--- config.mk ---
export PLATFORM = sky130hd
export DESIGN_NAME = etf_front
export DESIGN_NICKNAME = d
export VERILOG_FILES = /design/src/etf_pkg.sv /design/src/etf_front.sv
export SDC_FILE = /design/constraint.sdc
export NUM_CORES = 1
export LEC_CHECK = 0
export ABC_CLOCK_PERIOD_IN_PS = 13850
export BUFFER_PORTS_ARGS = -buffer_cell sky130_fd_sc_hd__buf_2
export CAP_MARGIN = 20
export CORE_MARGIN = 1
export CORE_UTILIZATION = 41
export CTS_BUF_LIST = sky130_fd_sc_hd__clkbuf_4
export CTS_CLUSTER_DIAMETER = 60
export CTS_CLUSTER_SIZE = 12
export DETAILED_ROUTE_END_ITERATION = 8
export SLEW_MARGIN = 20
export SYNTH_ARGS = -nofsm -noshare
export SYNTH_HDL_FRONTEND = slang
export SYNTH_SLANG_ARGS = --single-unit
--- constraint.sdc ---
create_clock -name clk -period 13.85 [get_ports clk]
set_clock_uncertainty 0.2 [all_clocks]
set_input_delay 2.0775 -clock clk [delete_from_list [all_inputs] [get_ports clk]]
set_output_delay 2.0775 -clock clk [all_outputs]
set_load 0.01 [all_outputs]
--- src/etf_pkg.sv ---
// ----------------------------------------------------------------------------
// etf_pkg - shared types, constants and arithmetic for the fractal iterator
// Coordinate format, saturating helpers, formula term tables and the
// sequencer state type of the back half of the core.
// ----------------------------------------------------------------------------
package etf_pkg;

	// Coordinate format: signed Q(CW-FB).FB
	localparam int CW        = 64;
	localparam int FB        = 56;
	localparam int MAG_FRAC  = 48;
	localparam int MAG_SHIFT = 2 * FB - MAG_FRAC;
	localparam int HALF_LO   = CW / 2;
	localparam int HALF_HI   = CW - HALF_LO;
	localparam int QDEPTH    = 2;

	typedef logic [CW-1:0] coord_t;

	localparam coord_t CMAX = coord_t'({1'b0, {(CW-1){1'b1}}});
	localparam coord_t CMIN = coord_t'({1'b1, {(CW-1){1'b0}}});

	localparam logic [63:0] LOW_START = 64'd4 << MAG_FRAC;
	localparam logic [63:0] ESC_LIMIT = 64'd4096 << MAG_FRAC;

	// Register indexes of the configuration port
	typedef enum logic [2:0] {
		REG_DEGREE   = 3'd0,
		REG_FORMULA  = 3'd1,
		REG_JULIA    = 3'd2,
		REG_PARAM_RE = 3'd3,
		REG_PARAM_IM = 3'd4,
		REG_MAX_ITER = 3'd5
	} cfg_reg_e;

	localparam logic [2:0]  RST_DEGREE   = 3'd2;
	localparam logic [15:0] RST_MAX_ITER = 16'd256;
	localparam logic [1:0]  JULIA_BIT    = 2'h1;
	localparam logic [1:0]  ZERO_BIT     = 2'h2;

	typedef struct packed {
		logic signed [63:0] point_re;
		logic signed [63:0] point_im;
	} point_t;

	typedef struct packed {
		logic        escaped;
		logic [15:0] escape_iter;
		logic [63:0] escape_mag_sq;
		logic [63:0] min_mag_sq;
	} result_t;

	typedef struct packed {
		logic [2:0]  degree;
		logic [19:0] formula_bits;
		logic [15:0] max_iter;
	} cfg_t;

	typedef struct packed {
		coord_t zr;
		coord_t zi;
		coord_t cr;
		coord_t ci;
	} job_t;

	typedef struct packed {
		logic   ovf;
		coord_t val;
	} sat_t;

	typedef enum logic [1:0] {
		OP_SET = 2'd0,
		OP_SUB = 2'd1,
		OP_ADD = 2'd2
	} op_e;

	// One polynomial term: product of factors, coefficient, sign, combine op
	typedef struct packed {
		logic [2:0]      nfac;
		logic [4:0]      fim;
		logic [4:0]      fabs;
		logic [4:0][4:0] fbit;
		logic [3:0]      k;
		logic            sgn_en;
		logic [4:0]      sbit;
		op_e             op;
		logic            last;
		logic            im;
	} term_t;

	typedef struct packed {
		logic       abs_en;
		logic [4:0] abs_bit;
		logic       sgn_en;
		logic [4:0] sgn_bit;
	} outer_t;

	typedef enum logic [3:0] {
		ST_IDLE,
		ST_ITER,
		ST_TERM,
		ST_MUL,
		ST_MWAIT,
		ST_COEF,
		ST_COMB,
		ST_OUTER,
		ST_MAGA,
		ST_MAGAW,
		ST_MAGB,
		ST_MAGBW,
		ST_MEVAL,
		ST_DONE
	} bst_e;

	function automatic sat_t f_neg(coord_t a);
		sat_t r;
		r.ovf = (a == CMIN);
		r.val = r.ovf ? CMAX : (coord_t'(0) - a);
		return r;
	endfunction

	function automatic sat_t f_abs(coord_t a);
		sat_t r;
		r.ovf = 1'b0;
		r.val = a;
		if (a[CW-1]) r = f_neg(a);
		return r;
	endfunction

	function automatic coord_t f_mag(coord_t a);
		return a[CW-1] ? (coord_t'(0) - a) : a;
	endfunction

	function automatic sat_t f_add(coord_t a, coord_t b);
		logic [CW:0] s;
		sat_t r;
		s = {a[CW-1], a} + {b[CW-1], b};
		r.ovf = s[CW] ^ s[CW-1];
		r.val = r.ovf ? (s[CW] ? CMIN : CMAX) : s[CW-1:0];
		return r;
	endfunction

	function automatic sat_t f_sub(coord_t a, coord_t b);
		logic [CW:0] s;
		sat_t r;
		s = {a[CW-1], a} - {b[CW-1], b};
		r.ovf = s[CW] ^ s[CW-1];
		r.val = r.ovf ? (s[CW] ? CMIN : CMAX) : s[CW-1:0];
		return r;
	endfunction

	function automatic sat_t f_coef(logic [3:0] k, coord_t x);
		logic signed [CW+4:0] p;
		sat_t r;
		p = $signed({{5{x[CW-1]}}, x}) * $signed({1'b0, k});
		r.ovf = (p[CW+4:CW-1] != {6{p[CW+4]}});
		r.val = r.ovf ? (p[CW+4] ? CMIN : CMAX) : p[CW-1:0];
		return r;
	endfunction

	function automatic term_t mk_term(logic [2:0] nfac, logic [4:0] fim, logic [4:0] fabs,
			logic [24:0] fbit, logic [3:0] k, logic sgn_en, logic [4:0] sbit,
			op_e op, logic last, logic im);
		term_t t;
		t.nfac   = nfac;
		t.fim    = fim;
		t.fabs   = fabs;
		t.fbit   = fbit;
		t.k      = k;
		t.sgn_en = sgn_en;
		t.sbit   = sbit;
		t.op     = op;
		t.last   = last;
		t.im     = im;
		return t;
	endfunction

	// Term tables per degree; degrees other than 3..5 run the quadratic family
	function automatic term_t term_desc(logic [2:0] deg, logic [2:0] t);
		term_t d;
		d = mk_term(3'd2, 5'b0, 5'b0, 25'd0, 4'd1, 1'b0, 5'd0, OP_SET, 1'b1, 1'b1);
		unique case (deg)
			3'd3: begin
				case (t)
					3'd0: d = mk_term(3'd3, 5'b00000, 5'b00001, {20'd0, 5'd6},
						4'd1, 1'b1, 5'd0, OP_SET, 1'b0, 1'b0);
					3'd1: d = mk_term(3'd3, 5'b00110, 5'b00011, {15'd0, 5'd7, 5'd8},
						4'd3, 1'b1, 5'd1, OP_SUB, 1'b1, 1'b0);
					3'd2: d = mk_term(3'd3, 5'b00100, 5'b00101, {10'd0, 5'd9, 5'd0, 5'd10},
						4'd3, 1'b1, 5'd2, OP_SET, 1'b0, 1'b1);
					3'd3: d = mk_term(3'd3, 5'b00111, 5'b00001, {20'd0, 5'd11},
						4'd1, 1'b1, 5'd3, OP_SUB, 1'b1, 1'b1);
					default: ;
				endcase
			end
			3'd4: begin
				case (t)
					3'd0: d = mk_term(3'd4, 5'b00000, 5'b00001, {20'd0, 5'd7},
						4'd1, 1'b1, 5'd0, OP_SET, 1'b0, 1'b0);
					3'd1: d = mk_term(3'd4, 5'b01100, 5'b00101, {10'd0, 5'd8, 5'd0, 5'd9},
						4'd6, 1'b1, 5'd1, OP_SUB, 1'b0, 1'b0);
					3'd2: d = mk_term(3'd4, 5'b01111, 5'b00001, {20'd0, 5'd10},
						4'd1, 1'b1, 5'd2, OP_ADD, 1'b1, 1'b0);
					3'd3: d = mk_term(3'd4, 5'b01000, 5'b01001,
						{5'd0, 5'd12, 10'd0, 5'd11}, 4'd4, 1'b1, 5'd3, OP_SET, 1'b0, 1'b1);
					3'd4: d = mk_term(3'd4, 5'b01110, 5'b00011, {15'd0, 5'd14, 5'd13},
						4'd4, 1'b1, 5'd4, OP_SUB, 1'b1, 1'b1);
					default: ;
				endcase
			end
			3'd5: begin
				case (t)
					3'd0: d = mk_term(3'd5, 5'b00000, 5'b00001, {20'd0, 5'd8},
						4'd1, 1'b1, 5'd0, OP_SET, 1'b0, 1'b0);
					3'd1: d = mk_term(3'd5, 5'b11000, 5'b01001,
						{5'd0, 5'd9, 10'd0, 5'd10}, 4'd10, 1'b1, 5'd1, OP_SUB, 1'b0, 1'b0);
					3'd2: d = mk_term(3'd5, 5'b11110, 5'b00011, {15'd0, 5'd11, 5'd12},
						4'd5, 1'b1, 5'd2, OP_ADD, 1'b1, 1'b0);
					3'd3: d = mk_term(3'd5, 5'b10000, 5'b10001, {5'd13, 15'd0, 5'd14},
						4'd5, 1'b1, 5'd3, OP_SET, 1'b0, 1'b1);
					3'd4: d = mk_term(3'd5, 5'b11100, 5'b00101,
						{10'd0, 5'd15, 5'd0, 5'd16}, 4'd10, 1'b1, 5'd4, OP_SUB, 1'b0, 1'b1);
					3'd5: d = mk_term(3'd5, 5'b11111, 5'b00001, {20'd0, 5'd17},
						4'd1, 1'b1, 5'd5, OP_ADD, 1'b1, 1'b1);
					default: ;
				endcase
			end
			default: begin
				case (t)
					3'd0: d = mk_term(3'd2, 5'b00000, 5'b00001, {20'd0, 5'd3},
						4'd1, 1'b0, 5'd0, OP_SET, 1'b0, 1'b0);
					3'd1: d = mk_term(3'd2, 5'b00011, 5'b00001, {20'd0, 5'd4},
						4'd1, 1'b1, 5'd1, OP_SUB, 1'b1, 1'b0);
					3'd2: d = mk_term(3'd2, 5'b00010, 5'b00011, {15'd0, 5'd6, 5'd5},
						4'd2, 1'b1, 5'd2, OP_SET, 1'b1, 1'b1);
					default: ;
				endcase
			end
		endcase
		return d;
	endfunction

	// Outer abs and sign per part; quadratic imaginary part has none
	function automatic outer_t outer_desc(logic [2:0] deg, logic im);
		outer_t o;
		unique case (deg)
			3'd3: o = im ? outer_t'{1'b1, 5'd13, 1'b1, 5'd5} : outer_t'{1'b1, 5'd12, 1'b1, 5'd4};
			3'd4: o = im ? outer_t'{1'b1, 5'd16, 1'b1, 5'd6} : outer_t'{1'b1, 5'd15, 1'b1, 5'd5};
			3'd5: o = im ? outer_t'{1'b1, 5'd19, 1'b1, 5'd7} : outer_t'{1'b1, 5'd18, 1'b1, 5'd6};
			default: o = im ? outer_t'{1'b0, 5'd0, 1'b0, 5'd0} : outer_t'{1'b1, 5'd7, 1'b1, 5'd0};
		endcase
		return o;
	endfunction

endpackage

--- src/etf_front.sv ---
// ----------------------------------------------------------------------------
// etf_front - configuration registers, point intake and job queue
// Holds the registers, turns each accepted point into a start value and
// a constant according to the Julia mode, and queues it for the back end.
// ----------------------------------------------------------------------------
module etf_front (
	input  logic             clk,
	input  logic             arst_n,
	input  logic             push,
	input  etf_pkg::point_t  point,
	output logic             full,
	input  logic             cfg_we,
	input  logic [2:0]       cfg_index,
	input  logic [63:0]      cfg_data,
	output etf_pkg::cfg_t    cfg,
	output logic             job_valid,
	output etf_pkg::job_t    job,
	input  logic             job_take
);

	localparam int PW = $clog2(etf_pkg::QDEPTH);

	logic [2:0]            degree_q;
	logic [19:0]           formula_q;
	logic [1:0]            julia_q;
	etf_pkg::coord_t       param_re_q;
	etf_pkg::coord_t       param_im_q;
	logic [15:0]           max_iter_q;

	etf_pkg::job_t         mem_q [etf_pkg::QDEPTH];
	logic [PW-1:0]         wr_ptr_q;
	logic [PW-1:0]         rd_ptr_q;
	logic [PW:0]           count_q;
	etf_pkg::job_t         new_job;
	etf_pkg::coord_t       pr;
	etf_pkg::coord_t       pi;
	logic                  do_push;
	logic                  do_pop;

	// Write configuration registers
	always_ff @(posedge clk or negedge arst_n) begin
		if (!arst_n) begin
			degree_q   <= etf_pkg::RST_DEGREE;
			formula_q  <= '0;
			julia_q    <= '0;
			param_re_q <= '0;
			param_im_q <= '0;
			max_iter_q <= etf_pkg::RST_MAX_ITER;
		end else if (cfg_we) begin
			unique case (etf_pkg::cfg_reg_e'(cfg_index))
				etf_pkg::REG_DEGREE:   degree_q   <= cfg_data[2:0];
				etf_pkg::REG_FORMULA:  formula_q  <= cfg_data[19:0];
				etf_pkg::REG_JULIA:    julia_q    <= cfg_data[1:0];
				etf_pkg::REG_PARAM_RE: param_re_q <= cfg_data[etf_pkg::CW-1:0];
				etf_pkg::REG_PARAM_IM: param_im_q <= cfg_data[etf_pkg::CW-1:0];
				etf_pkg::REG_MAX_ITER: max_iter_q <= cfg_data[15:0];
				default: ;
			endcase
		end
	end

	assign cfg = '{degree: degree_q, formula_bits: formula_q, max_iter: max_iter_q};

	// Classify the point: Julia swaps the roles of start value and constant
	always_comb begin
		pr = point.point_re[etf_pkg::CW-1:0];
		pi = point.point_im[etf_pkg::CW-1:0];
		if ((julia_q & etf_pkg::JULIA_BIT) != 2'b0) begin
			new_job = '{zr: pr, zi: pi, cr: param_re_q, ci: param_im_q};
		end else if ((julia_q & etf_pkg::ZERO_BIT) != 2'b0) begin
			new_job = '{zr: '0, zi: '0, cr: pr, ci: pi};
		end else begin
			new_job = '{zr: param_re_q, zi: param_im_q, cr: pr, ci: pi};
		end
	end

	assign full      = (count_q == (PW+1)'(etf_pkg::QDEPTH));
	assign job_valid = (count_q != '0);
	assign do_push   = push && !full;
	assign do_pop    = job_take && job_valid;
	assign job       = mem_q[rd_ptr_q];

	// Store queued jobs
	always_ff @(posedge clk) begin
		if (do_push) mem_q[wr_ptr_q] <= new_job;
	end

	// Advance queue pointers
	always_ff @(posedge clk or negedge arst_n) begin
		if (!arst_n) begin
			wr_ptr_q <= '0;
			rd_ptr_q <= '0;
			count_q  <= '0;
		end else begin
			if (do_push) wr_ptr_q <= wr_ptr_q + 1'b1;
			if (do_pop)  rd_ptr_q <= rd_ptr_q + 1'b1;
			count_q <= count_q + (PW+1)'(do_push) - (PW+1)'(do_pop);
		end
	end

endmodule

==> impl_metrics.yaml <==
worst_setup_path:
  start_kind: "flip-flop"
  cp-end-kind: "output pin"
  cp_max_fo: 78
  critical_path.top_delay_family: "buffers and inverters"
  reg2reg_from: "count_q[1]"
  path_buf_inv: 3
  required_ps: 11570
  critPathKind: "flip-flop to output pin"
  slowest_delay_ps: 810
  critPathArrivalTime_ps: 3850
  path_cells: "buf_6 > buf_4 > mux2_2 > buf_2"
  crit_start: "rd_ptr_q"
  cp_slowest_cell: "dfrtp_4"
min_path:
  hp-start: "count_q[1]"
  min_path_type: "flip-flop to flip-flop"
cts:
  cts_sinks: 685
  cts_root_buffer: "clkbuf_4"
  holdBufCountCts: 0
  cts_resized: 0
  clkSlewWorstSetupHoldPaths_ps: 130
  post-cts-setup-buffers: 0
  cts_made_buffers: 69
  cts_tree: "built"
  clk_latency_ps: 860
  clockBufferDepth: 3
  ctsHtreeMaxLevel: 3
timing:
  setup_ws_ps: 7720
  setup_viol: 0
  rsz0062_at_grt: "no"
  finalHoldViolCount: 0
  fin_setup_tns_ps: 0
  period_minus_slack_ps: 6130
  max_freq_mhz: 163
  maxSlewViolCount: 0
  hold_ws_ps: 317
  relSlewSlack_pct: 17.4
  layout_worst_path_cycle_share_pct: 44.2
  worst_pin_slew_ps: 1240
floorplanning:
  pin_count: 497
  fp-row-count: 94
  die_area_um2: 68600
  die_h_um: 262
  core_um2: 66300
  die_x_um: 262
  start_util_pct: 41.7
grt:
  grt_overflow_total: 0
  grt_pass1_vias: 15800
  antenna_found_initial: 18
  grt_pass1_wl_mm: 99.2
  grt_max_degree: 159
  grt_usage_pct: 19.5
synth:
  yosysSeqAreaShare_pct: 71.2
  synth_edf_count: 512
  syn_nets: 1681
  syn_area_per_cell_um2: 18.7
  synth_cells: 1479
  netlist_area_um2: 27700
  synth_cell_type_count: 28
  synth_warnings: 0
  ys_async_sr_fraction_pct: 25.3
  synth_seq_cells: 685
  synth_ff_type: "edfxtp_1"
layout:
  nNetsFinal: 2182
  area_growth_pct: 16.1
  final_cells: 2909
  drive_gt1_share_pct: 59.0
place:
  dp.cells: 2771
  place_congestion: 0.808
  port-buffer-count: 496
  post-place-ws_ps: 8310
  dp_hpwl_mm: 44.5
routing:
  drc: 0
  vias: 15200
  vias_per_cell: 5.24
  drt_iter0_markers: 883
  wl_per_cell_um: 23.5
  drt-total-wl_mm: 68.4
  ant_nets: 0
  firstDrtPassIters: 5
power_and_ir_drop:
  power_mw: 6.30
  p_per_area_nw_per_um2: 196
  power_leakage_nw: 12.4
  peakVddDrop_mv: 0.116
flow_run:
  maxCapViolCount: 0
status:
  status: "finished clean"
synth_stat cells (3+ instances only):
library cell	instances	area, µm²
buf_6	6	67.6
buf_2	50	250
mux2_2	548	6170
edfxtp_1	512	15400
nand2b_1	3	18.8
a22o_1	126	1100
mux2_1	5	56.3
xnor2_1	3	26.3
nand2_1	4	15.0
buf_1	3	11.3
dfrtp_1	171	4280
clkbuf_1	28	105
where the power goes:
group	leakage, nW	total (mW)	switching [mW]	internal, mW
combinational	4.90	2.05	1.13	0.916
clock	0.623	1.14	0.664	0.480
sequential	6.87	3.11	0.213	2.89
total	12.4	6.30	2.01	4.29
through the flow:
step	cell area [µm²]	util, %
finish	32200	48.5
global route	32100	48.4
CTS	32100	48.3
detailed placement	31000	46.7
global placement	31000	46.7
floorplan	27700	-
flip-flops by register name, indices dropped and copies added, names as in the netlist:
name,flops
param_re_q,64
count_q,2
formula_q,20
wr_ptr_q,1
degree_q,3
rd_ptr_q,1
param_im_q,64
julia_q,2
mem_q,512
max_iter_q,16
layout by cell type, fill, tap and decap left out, types with 5 or more instances in the layout:
| cell | instances |
|---|---|
| bufinv_16 | 6 |
| diode_2 | 12 |
| clkbuf_4 | 111 |
| a22o_1 | 126 |
| edfxtp_1 | 512 |
| buf_4 | 17 |
| mux2_2 | 548 |
| dfrtp_1 | 169 |
| buf_2 | 495 |
| mux2_1 | 5 |
cells by family after synthesis:
family	count (synthesis)	synth area share (%)
muxes	553	22.5
and+or+nand+nor	18	0.484
xor gates and xnor gates	4	0.127
buffers and inverters	89	1.60
AOI/OAI and AO/OA	128	4.02
adders and majority gates	2	0.0904
DFF	685	71.2
worst paths after layout:
kind                                       end  slack (ps)  cells past startpoint
worst max-delay path                  job[169]        7720                      4
worst min-delay path                count_q[1]         320                      1
worst max register to register   mem_q[0][145]        9830                      5
worst min register to register      count_q[1]         320                      1
max in group asynchronous       param_im_q[40]       10920                      2
min in group asynchronous       param_re_q[61]        1070                      1
worst register-to-register path, delay by kind of cell, from the launching register on:
kind,cells,cell delay (ps)
buffers and inverters,2,1990
and+or+nand+nor,3,950
DFF,1,430
routing by layer:
metal  share of wire (%)  GRT usage [%]  wire length [µm]
met5                0.17              0               115
met4                 2.1           6.12              1450
met3                 8.6           6.44              5860
met2                  49           32.5             33700
met1                  40           24.1             27200
final cells by class:
type	instances	area [µm²]
clock inverters	13	228
multi-input cells	705	7550
repair buffers	517	2710
diodes	12	30.0
fillers	5719	34200
well taps	864	1080
inverters	2	7.51
clock buffers	111	833
flip-flops and latches	685	19700
(Power assumes the default switching activity.)
